===== src/sv/ctlp_pkg.sv =====
// ----------------------------------------------------------------------------
// ctlp_pkg
// Shared constants, types and helpers for the CAN text line parser.
// ----------------------------------------------------------------------------
`default_nettype none

package ctlp_pkg;

    // line buffer and field limits
    localparam int LINE_CAPACITY  = 64;
    localparam int MAX_DATA_BYTES = 8;
    localparam int MAX_ID_DIGITS  = 8;

    // derived widths
    localparam int CHAR_CNT_W = $clog2(LINE_CAPACITY);
    localparam int DATA_CNT_W = 4;
    localparam int ID_CNT_W   = $clog2(MAX_ID_DIGITS + 1);
    localparam int ID_W       = 29;
    localparam int BYTE_W     = 8;
    localparam int NUM_BYTES  = 8;

    // line prefix, first character in the top byte
    localparam int PREFIX_LEN = 7;
    localparam logic [PREFIX_LEN*8-1:0] LINE_PREFIX = "CAN_RX ";

    // character codes
    localparam logic [7:0] CHAR_LF    = 8'h0A;
    localparam logic [7:0] CHAR_CR    = 8'h0D;
    localparam logic [7:0] CHAR_SPACE = 8'h20;

    // decoded hex digit
    typedef struct packed {
        logic       ok;
        logic [3:0] val;
    } t_hex;

    // ascii hex digit decode
    function automatic t_hex hex_decode(input logic [7:0] c);
        t_hex h;
        h.ok  = 1'b1;
        h.val = 4'd0;
        if (c >= "0" && c <= "9") begin
            h.val = 4'(c - 8'h30);
        end else if (c >= "a" && c <= "f") begin
            h.val = 4'(c - 8'h57);
        end else if (c >= "A" && c <= "F") begin
            h.val = 4'(c - 8'h37);
        end else begin
            h.ok = 1'b0;
        end
        return h;
    endfunction

endpackage

`default_nettype wire


===== src/sv/can_text_line_parser_unit.sv =====
// ----------------------------------------------------------------------------
// can_text_line_parser_unit
// Parses "CAN_RX <id> <data>" text lines one character a word and emits
// one frame for each accepted line.
// ----------------------------------------------------------------------------
// frame out: a frame appears on the output in the cycle after its CR or LF word
// throughput: one character word per cycle; the parse state registers
//   update in the same cycle, the only stall comes from a held output frame
// reset: synchronous active-low i_rst_n clears the parse state and the
//   output valid; the data byte registers are not reset
`default_nettype none

module can_text_line_parser_unit (
    input  wire logic        i_clk,
    input  wire logic        i_rst_n,
    // character input
    input  wire logic        i_rx_valid,
    output logic             o_rx_stall,
    input  wire logic [7:0]  i_rx_char,
    // frame output
    output logic             o_frame_valid,
    input  wire logic        i_frame_stall,
    output logic [28:0]      o_frame_id,
    output logic [3:0]       o_data_length,
    output logic [7:0]       o_data_byte_0,
    output logic [7:0]       o_data_byte_1,
    output logic [7:0]       o_data_byte_2,
    output logic [7:0]       o_data_byte_3,
    output logic [7:0]       o_data_byte_4,
    output logic [7:0]       o_data_byte_5,
    output logic [7:0]       o_data_byte_6,
    output logic [7:0]       o_data_byte_7
);

    localparam int CW = ctlp_pkg::CHAR_CNT_W;
    localparam int DW = ctlp_pkg::DATA_CNT_W;
    localparam int IW = ctlp_pkg::ID_CNT_W;
    localparam int BW = ctlp_pkg::BYTE_W;
    localparam int NB = ctlp_pkg::NUM_BYTES;

    // parse phase codes
    localparam logic [2:0] PH_PREFIX  = 3'd0;
    localparam logic [2:0] PH_ID      = 3'd1;
    localparam logic [2:0] PH_DATA    = 3'd2;
    localparam logic [2:0] PH_STOPPED = 3'd3;
    localparam logic [2:0] PH_REJECT  = 3'd4;

    // parse state
    logic [CW-1:0]             r_char_cnt, n_char_cnt;
    logic [2:0]                r_phase, n_phase;
    logic [ctlp_pkg::ID_W-1:0] r_id, n_id;
    logic [IW-1:0]             r_id_cnt, n_id_cnt;
    logic [DW-1:0]             r_data_cnt, n_data_cnt;
    logic [3:0]                r_nibble, n_nibble;
    logic                      r_nib_pend, n_nib_pend;
    logic [BW-1:0]             r_store [NB];

    // output register
    logic                      r_out_valid;
    logic [ctlp_pkg::ID_W-1:0] r_out_id;
    logic [DW-1:0]             r_out_len;
    logic [BW-1:0]             r_out_byte [NB];

    logic          accept;
    logic          is_eol;
    logic          emit;
    logic          store_we;
    logic [BW-1:0] store_wdata;
    logic [7:0]    prefix_char;
    ctlp_pkg::t_hex hx;

    // input handshake: stall only while a held frame is not taken
    assign o_rx_stall = r_out_valid && i_frame_stall;
    assign accept     = i_rx_valid && !o_rx_stall;
    assign is_eol     = (i_rx_char == ctlp_pkg::CHAR_LF) || (i_rx_char == ctlp_pkg::CHAR_CR);
    assign hx         = ctlp_pkg::hex_decode(i_rx_char);

    // expected prefix character at the current position
    always_comb begin
        prefix_char = 8'h00;
        if (r_char_cnt < CW'(ctlp_pkg::PREFIX_LEN)) begin
            prefix_char = ctlp_pkg::LINE_PREFIX[
                (ctlp_pkg::PREFIX_LEN - 1 - int'(r_char_cnt)) * 8 +: 8];
        end
    end

    // per-character next state
    always_comb begin
        n_char_cnt  = r_char_cnt;
        n_phase     = r_phase;
        n_id        = r_id;
        n_id_cnt    = r_id_cnt;
        n_data_cnt  = r_data_cnt;
        n_nibble    = r_nibble;
        n_nib_pend  = r_nib_pend;
        emit        = 1'b0;
        store_we    = 1'b0;
        store_wdata = {r_nibble, hx.val};

        if (is_eol) begin
            if (r_char_cnt != '0) begin
                emit       = (r_phase == PH_DATA) || (r_phase == PH_STOPPED);
                n_char_cnt = '0;
                n_phase    = PH_PREFIX;
                n_id       = '0;
                n_id_cnt   = '0;
                n_data_cnt = '0;
                n_nibble   = '0;
                n_nib_pend = 1'b0;
            end
        end else if (r_char_cnt != CW'(ctlp_pkg::LINE_CAPACITY - 1)) begin
            n_char_cnt = r_char_cnt + 1'b1;
            case (r_phase)
                PH_PREFIX: begin
                    if (r_char_cnt >= CW'(ctlp_pkg::PREFIX_LEN) ||
                        i_rx_char != prefix_char) begin
                        n_phase = PH_REJECT;
                    end else if (r_char_cnt == CW'(ctlp_pkg::PREFIX_LEN - 1)) begin
                        n_phase = PH_ID;
                    end
                end
                PH_ID: begin
                    if (i_rx_char == ctlp_pkg::CHAR_SPACE) begin
                        n_phase = (r_id_cnt == '0) ? PH_REJECT : PH_DATA;
                    end else if (r_id_cnt >= IW'(ctlp_pkg::MAX_ID_DIGITS)) begin
                        n_phase = PH_REJECT;
                    end else if (!hx.ok) begin
                        n_phase = PH_REJECT;
                    end else begin
                        n_id     = {r_id[ctlp_pkg::ID_W-5:0], hx.val};
                        n_id_cnt = r_id_cnt + 1'b1;
                    end
                end
                PH_DATA: begin
                    if (!r_nib_pend) begin
                        if (!hx.ok) begin
                            n_phase = PH_STOPPED;
                        end else begin
                            n_nibble   = hx.val;
                            n_nib_pend = 1'b1;
                        end
                    end else begin
                        n_nib_pend = 1'b0;
                        if (!hx.ok || r_data_cnt >= DW'(ctlp_pkg::MAX_DATA_BYTES)) begin
                            n_phase = PH_STOPPED;
                        end else begin
                            store_we   = 1'b1;
                            n_data_cnt = r_data_cnt + 1'b1;
                        end
                    end
                end
                default: begin
                end
            endcase
        end
    end

    // parse state registers
    always_ff @(posedge i_clk) begin
        if (!i_rst_n) begin
            r_char_cnt <= '0;
            r_phase    <= PH_PREFIX;
            r_id       <= '0;
            r_id_cnt   <= '0;
            r_data_cnt <= '0;
            r_nibble   <= '0;
            r_nib_pend <= 1'b0;
        end else if (accept) begin
            r_char_cnt <= n_char_cnt;
            r_phase    <= n_phase;
            r_id       <= n_id;
            r_id_cnt   <= n_id_cnt;
            r_data_cnt <= n_data_cnt;
            r_nibble   <= n_nibble;
            r_nib_pend <= n_nib_pend;
        end
    end

    // data byte store
    always_ff @(posedge i_clk) begin
        if (accept && store_we) begin
            r_store[r_data_cnt[2:0]] <= store_wdata;
        end
    end

    // output valid
    always_ff @(posedge i_clk) begin
        if (!i_rst_n) begin
            r_out_valid <= 1'b0;
        end else if (accept && emit) begin
            r_out_valid <= 1'b1;
        end else if (!i_frame_stall) begin
            r_out_valid <= 1'b0;
        end
    end

    // output payload, unused bytes forced to zero
    always_ff @(posedge i_clk) begin
        if (accept && emit) begin
            r_out_id  <= r_id;
            r_out_len <= r_data_cnt;
            for (int k = 0; k < NB; k++) begin
                r_out_byte[k] <= (DW'(k) < r_data_cnt) ? r_store[k] : '0;
            end
        end
    end

    assign o_frame_valid = r_out_valid;
    assign o_frame_id    = r_out_id;
    assign o_data_length = r_out_len;
    assign o_data_byte_0 = r_out_byte[0];
    assign o_data_byte_1 = r_out_byte[1];
    assign o_data_byte_2 = r_out_byte[2];
    assign o_data_byte_3 = r_out_byte[3];
    assign o_data_byte_4 = r_out_byte[4];
    assign o_data_byte_5 = r_out_byte[5];
    assign o_data_byte_6 = r_out_byte[6];
    assign o_data_byte_7 = r_out_byte[7];

endmodule

`default_nettype wire


===== config.mk =====
export PLATFORM = sky130hd
export DESIGN_NAME = can_text_line_parser_unit
export DESIGN_NICKNAME = d
export VERILOG_FILES = /design/src/sv/ctlp_pkg.sv /design/src/sv/can_text_line_parser_unit.sv
export SDC_FILE = /design/constraint.sdc
export NUM_CORES = 1
export LEC_CHECK = 0
export ABC_AREA = 1
export CAP_MARGIN = 15
export CORE_ASPECT_RATIO = 0.7
export CORE_MARGIN = 4
export CORE_UTILIZATION = 30
export DETAILED_ROUTE_END_ITERATION = 6
export DONT_BUFFER_PORTS = 1
export GPL_ROUTABILITY_DRIVEN = 1
export PLACE_DENSITY_LB_ADDON = 0.1
export SLEW_MARGIN = 20
export SYNTH_ARGS = -nofsm -noshare
export SYNTH_HDL_FRONTEND = slang
export SYNTH_SLANG_ARGS = --single-unit
export TNS_END_PERCENT = 30

===== constraint.sdc =====
create_clock -name i_clk -period 22.2 [get_ports i_clk]
set_clock_uncertainty 0.1 [all_clocks]
set_input_delay 1.11 -clock i_clk [delete_from_list [all_inputs] [get_ports i_clk]]
set_output_delay 1.11 -clock i_clk [all_outputs]
set_load 0.02 [all_outputs]

Word-level counts from Yosys, hierarchy flattened
Memories as Yosys holds them, arrays and structs flattened.
Cells that the tools add are included.
Storage, ports and cells
  register bits: 85
  memory bits (writable): 128
  input bits: 12
  output and inout bits: 99
  logic and storage cells: 159
  memories kept: 2
Cells by class
  add/subtract/negate cells: 7
  magnitude comparators: 18
  eq/ne operators: 19
  shift-type cells: 1
  multiplexer cells: 74
  reductions and logical operators: 28
Memory list
  r_out_byte: words 8, bits a word 8, rd ports 8, clocked after Yosys merged registers in 0, wr ports 8, RTL line can_text_line_parser_unit.sv:62  | logic [BW-1:0] r_out_byte [NB];
  r_store: words 8, bits a word 8, rd ports 8, clocked after Yosys merged registers in 0, wr ports 1, RTL line can_text_line_parser_unit.sv:56  | logic [BW-1:0] r_store [NB];
Operator list (count)
  $mux W29: 7
  $mux W4: 20
  $mux W8: 9
  $shiftx A56 B10 Y8 const A: 1
  $mux W3: 12
  $mux W1: 22
  $mux W6: 3
  $eq A8 B4 Y1 const B: 2
  $ge A8 B7 Y1 const B: 2
  $le A8 B7 Y1 const B: 2
  $lt A3 B4 Y1 const A: 4
  $reduce_and A6 Y1: 2
  $reduce_bool A2 Y1: 5
  $pmux W3 S3: 1
  $add A4 B1 Y4 const B: 2
  $eq A8 B6 Y1 const B: 1
  $ge A4 B4 Y1 const B: 2
  $ge A8 B6 Y1 const B: 1
  $le A8 B6 Y1 const B: 1
  $lt A1 B4 Y1 const A: 2
  $lt A2 B4 Y1 const A: 2
  $ne A4 B4 Y1 const B: 2
  $ne A8 B8 Y1: 1
  $reduce_and A8 Y1: 1
  other kinds (24): 40

Longest topological paths before layout
  depth in word-level cells: 15
  gate-level depth with buffers: 19
  gate-level depth less buffers: 19

Worst setup path after synthesis
OpenSTA, ideal clock, no wires.
  path kind: input to register
  start point: in i_rx_char[1]
  end point: reg r_out_len[0] (netlist: o_data_length[0]), enable pin
  library setup time: 0.674 ns
  arrival: 8.797 ns
  data required time: 21.426 ns
  slack: 12.629 ns
  stages: 8
  path buffers: 0
  cells stage by stage: inv_1 -> ha_1 -> nand3_1 -> a21oi_4 -> nand2_1 -> nor2_1 -> inv_1 -> nor3_1
On the way
  longest elaborated chain between the ends: 4
  elaborated cells between the ends (all ways): 5
  those cells by class: eq/ne: 2; mux: 1; reduce/logical: 2
RTL lines
  start: declaration: RTL line can_text_line_parser_unit.sv:19  | input wire logic [7:0] i_rx_char,
  $eq A8 B4 Y1: RTL line can_text_line_parser_unit.sv:75  | assign is_eol = (i_rx_char == ctlp_pkg::CHAR_LF) || (i_rx_char == ctlp_pkg::CHAR_CR);
  $logic_or A1 B1 Y1 (*): RTL line can_text_line_parser_unit.sv:75
  $mux W1 (*): RTL line can_text_line_parser_unit.sv:100  | if (is_eol) begin
  $logic_and A1 B1 Y1 (*): RTL line can_text_line_parser_unit.sv:199  | if (accept && emit) begin
  end signal: assignment: RTL line can_text_line_parser_unit.sv:201  | r_out_len <= r_data_cnt;
  end: declaration: RTL line can_text_line_parser_unit.sv:61  | logic [DW-1:0] r_out_len;
Mark *: on every way between the ends. The rest lies on a longest branch, timed or not.
A chain may end at the register's enable or synchronous reset.

Worst setup path in the final report
  start point: in i_rx_char[1]
  end point: mem r_store[5][1] (netlist name), enable pin
On the way
  longest elaborated chain between the ends: 15
  elaborated cells between the ends (all ways): 25
  those cells by class: order compare: 6; eq/ne: 2; mux: 10; reduce/logical: 7
RTL lines
  $ge A8 B7 Y1 / $le A8 B7 Y1 (equally long branches): RTL line ctlp_pkg.sv:46  | end else if (c >= "A" && c <= "F") begin
  $logic_and A1 B1 Y1: RTL line ctlp_pkg.sv:46
  $mux W1: RTL line ctlp_pkg.sv:46
  $mux W1: RTL line ctlp_pkg.sv:44  | end else if (c >= "a" && c <= "f") begin
  $mux W1: RTL line ctlp_pkg.sv:42  | if (c >= "0" && c <= "9") begin
  $logic_not A1 Y1: RTL line can_text_line_parser_unit.sv:144  | if (!hx.ok || r_data_cnt >= DW'(ctlp_pkg::MAX_DATA_BYTES)) begin
  $logic_or A1 B1 Y1: RTL line can_text_line_parser_unit.sv:144
  $mux W1: RTL line can_text_line_parser_unit.sv:144
  $mux W1: RTL line can_text_line_parser_unit.sv:135  | if (!r_nib_pend) begin
  $mux W1: RTL line can_text_line_parser_unit.sv:113  | case (r_phase)
  $mux W1: RTL line can_text_line_parser_unit.sv:111  | end else if (r_char_cnt != CW'(ctlp_pkg::LINE_CAPACITY - 1)) begin
  $mux W1 (*): RTL line can_text_line_parser_unit.sv:100
  $logic_and A1 B1 Y1 (*): RTL line can_text_line_parser_unit.sv:181  | if (accept && store_we) begin
  $mux W1 (*): RTL line can_text_line_parser_unit.sv:181
  $mux W1 (implied by the code) (*): RTL line can_text_line_parser_unit.sv:182  | r_store[r_data_cnt[2:0]] <= store_wdata;
  end: declaration: RTL line can_text_line_parser_unit.sv:56
Marks and branches as above.

==> impl_metrics.yaml <==
run_status:
  status: "finished, final reports clean"
floorplanning:
  num_io_pins: 111
  dieArea_um2: 30400
  die_x_um: 207
  die_h_um: 147
  coreArea_um2: 27000
  fp-row-count: 50
  start_util: 0.308
global_route:
  grt_first_pass_wirelength_um: 29400
  grt_max_degree: 61
  antenna_found_initial: 2
  grt_usage: 0.124
  overflow: 0
  grt_pass1_vias: 4913
placement:
  place_congestion: 0.878
  portBuffers: 0
  placed_cell_area_um2: 8710
  dp_hpwl_um: 13400
  placed_cells: 1095
  dp_worst_setup_slack_ns: 17.93
synth:
  yosysTopAreaCellShare: 0.583
  yosysWarningCount: 0
  synthesis.nets: 764
  synth.largest_area_cell: "edfxtp_1"
  synth_edf_count: 161
  synthFlopType: "edfxtp_1"
  netlist_area_um2: 8300
  synth.avg_cell_area_um2: 11.2
  netlist_instances: 739
  ys_types: 34
  yosys-top-cells-area: "edfxtp_1, dfxtp_1, nand2_1, inv_1, nor2_1"
  ys_seq_area_frac: 0.708
  async_reset_ff_frac: 0
  ys_seq_elements: 213
setup_path:
  cp_max_fo: 8
  cp-end-kind: "flop"
  r2r-start: "r_char_cnt[0]"
  worstPathCellList: "inv_1, ha_1, inv_1, nand3_1, nand4_1, inv_1, o31ai_2, nand2_1, nand4_1, or2_1, inv_1, nand2_1, nor3_1"
  slowest_delay_ns: 0.85
  cp.required_ns: 22.23
  critPathLaunch: "i_rx_char[1]"
  critPathKind: "in -> reg"
  crit_slowest_cell: "nor3_1"
  cp-start-kind: "input port"
  worstPathArrival_ns: 3.69
  cp_common_cell: "inv_1"
  reg2reg_depth: 9
  regToRegSetupSlack_ns: 19.12
power_and_ir_drop:
  total_power_w: 0.000806
  switchingPower_w: 0.000166
  vdd_drop_max_v: 0.0000505
  seq_power_share: 0.527
  combPwrFrac: 0.023
  switching_share: 0.205
  p_int_w: 0.000641
  power_density_nw_per_um2: 85.1
  clock_power_share: 0.450
  power.leakage_nw: 3.56
route:
  drt_pass1_iterations: 4
  ant_nets: 0
  via_count: 4996
  drcViolationCount: 0
  totalWireLength_um: 19000
  dr.first_iter.drc_count: 253
  vias_per_cell: 4.39
  wl_per_cell_um: 16.7
layout:
  syn_to_final_growth_pct: 14.1
  final-instance-count-excl-fill: 1138
  fin_nets: 781
  drive_above_1_share: 0.0880
  n_fill_cell: 2622
  fin_area_um2: 9470
sta:
  worstMarginPinSlew_ns: 1.08
  fmax_mhz: 273
  setup-violations-final: 0
  finalHoldViolCount: 0
  relSlewSlack: 0.275
  fin_crit_ns: 3.66
  rsz0062_at_grt: "no"
  drv_slew: 0
  finalCritPeriodShare: 0.165
  setup_tns_ns: 0
  setup_slack_ns: 18.54
clock_tree:
  path_clk_slew_ns: 0.06
  clockBufferDepth: 3
  cts_resized: 0
  htreeDepth: 1
  cts-buffers-inserted: 23
  cts_root_buffer: "clkbuf_16"
  clock_latency_ns: 0.51
  cts_sinks: 213
  post_cts_buffers: 0
  cts_hold_buf: 0
  cts_tree: "built"
hold_path:
  min-delay-start: "r_id[26]"
  hold_path.class: "reg -> reg"
  hold-path-cell-count: 0
run:
  drv_cap: 0
flip-flops by register name, indices dropped and copies added, names as in the netlist, 3 cells and up:
signal / flops
r_char_cnt: 6
r_phase: 3
r_out_byte: 64
o_frame_id: 29
r_id: 29
r_data_cnt: 4
r_id_cnt: 4
r_nibble: 4
r_store: 64
o_data_length: 4
cell usage after synthesis (4+ instances only):
cell type and number:
nor2_2 6, inv_2 4, clkbuf_1 6, nand4_1 5, o21ai_0 15, ha_1 13
inv_1 114, nand3_1 33, edfxtp_1 161, a21oi_1 47, nand2_1 145, nor3_1 13
dfxtp_1 52, nor2_1 96
worst max-delay path, delay by kind of cell:
family / cells / cell delay, ns
AOI/OAI and AO/OA: 1 / 0.08
and+or+nand+nor: 7 / 1.85
buffers and inverters: 4 / 0.41
adders and majority gates: 1 / 0.24
worst paths after layout:
kind,end
min,o_frame_id[26]
max,r_store[5][1]
max reg2reg,r_store[5][1]
min reg2reg,o_frame_id[26]
per-layer routing:
metal | up-vias | global-route usage | part of all wire | routed length, um
met4 | 2 | 0.0231 | 0.017 | 332
li1 | 2476 | - | - | -
met3 | 25 | 0.0309 | 0.050 | 945
met2 | 108 | 0.178 | 0.42 | 7920
met5 | - | 0 | 0.00037 | 7
met1 | 2385 | 0.190 | 0.51 | 9760
cell type report:
type                            count  area [um^2]  share of cell area
Multi-Input combinational cell    395         1920               0.203
Sequential cell                   213         5880               0.621
Clock inverter                      8         66.3             0.00700
Clock buffer                       34          668              0.0706
Tap cell                          364          455              0.0481
Antenna cell                        1         2.50            0.000264
Timing Repair Buffer                5         37.5             0.00396
Inverter                          118          443              0.0468
logic make-up after synthesis:
group | synth area share
and+or+nand+nor | 0.157
DFF | 0.708
buffers and inverters | 0.0639
AOI/OAI and AO/OA | 0.0508
adders and majority gates | 0.0196
placed cells by master (no fill, tap or decap), types with 4 or more instances in the layout:
cell,count
a21oi_1,47
buf_4,5
clkbuf_1,7
clkbuf_16,24
clkinv_2,4
dfxtp_1,52
edfxtp_1,161
ha_1,13
inv_1,114
inv_2,4
nand2_1,145
nand3_1,33
nand4_1,5
nor2_1,96
nor2_2,6
nor3_1,7
nor3_2,6
o21ai_0,14
power groups by stage:
stage          Combinational, W  Sequential [W]  Clock (W)
2_1_floorplan         0.0000137        0.000433          0
5_1_grt               0.0000211        0.000424   0.000394
3_3_place_gp          0.0000185        0.000433          0
6_report              0.0000185        0.000425   0.000363
4_1_cts               0.0000186        0.000425   0.000374
3_5_place_dp          0.0000186        0.000433          0
through the flow:
| stage | util | hold slack (ns) |
|---|---|---|
| floorplan | - | 0.309 |
| global placement | 0.323 | 0.326 |
| detailed placement | 0.323 | 0.332 |
| CTS | 0.350 | 0.342 |
| global route | 0.351 | 0.340 |
| finish | 0.351 | 0.339 |
No activity file was read; power rests on OpenSTA's default activity.
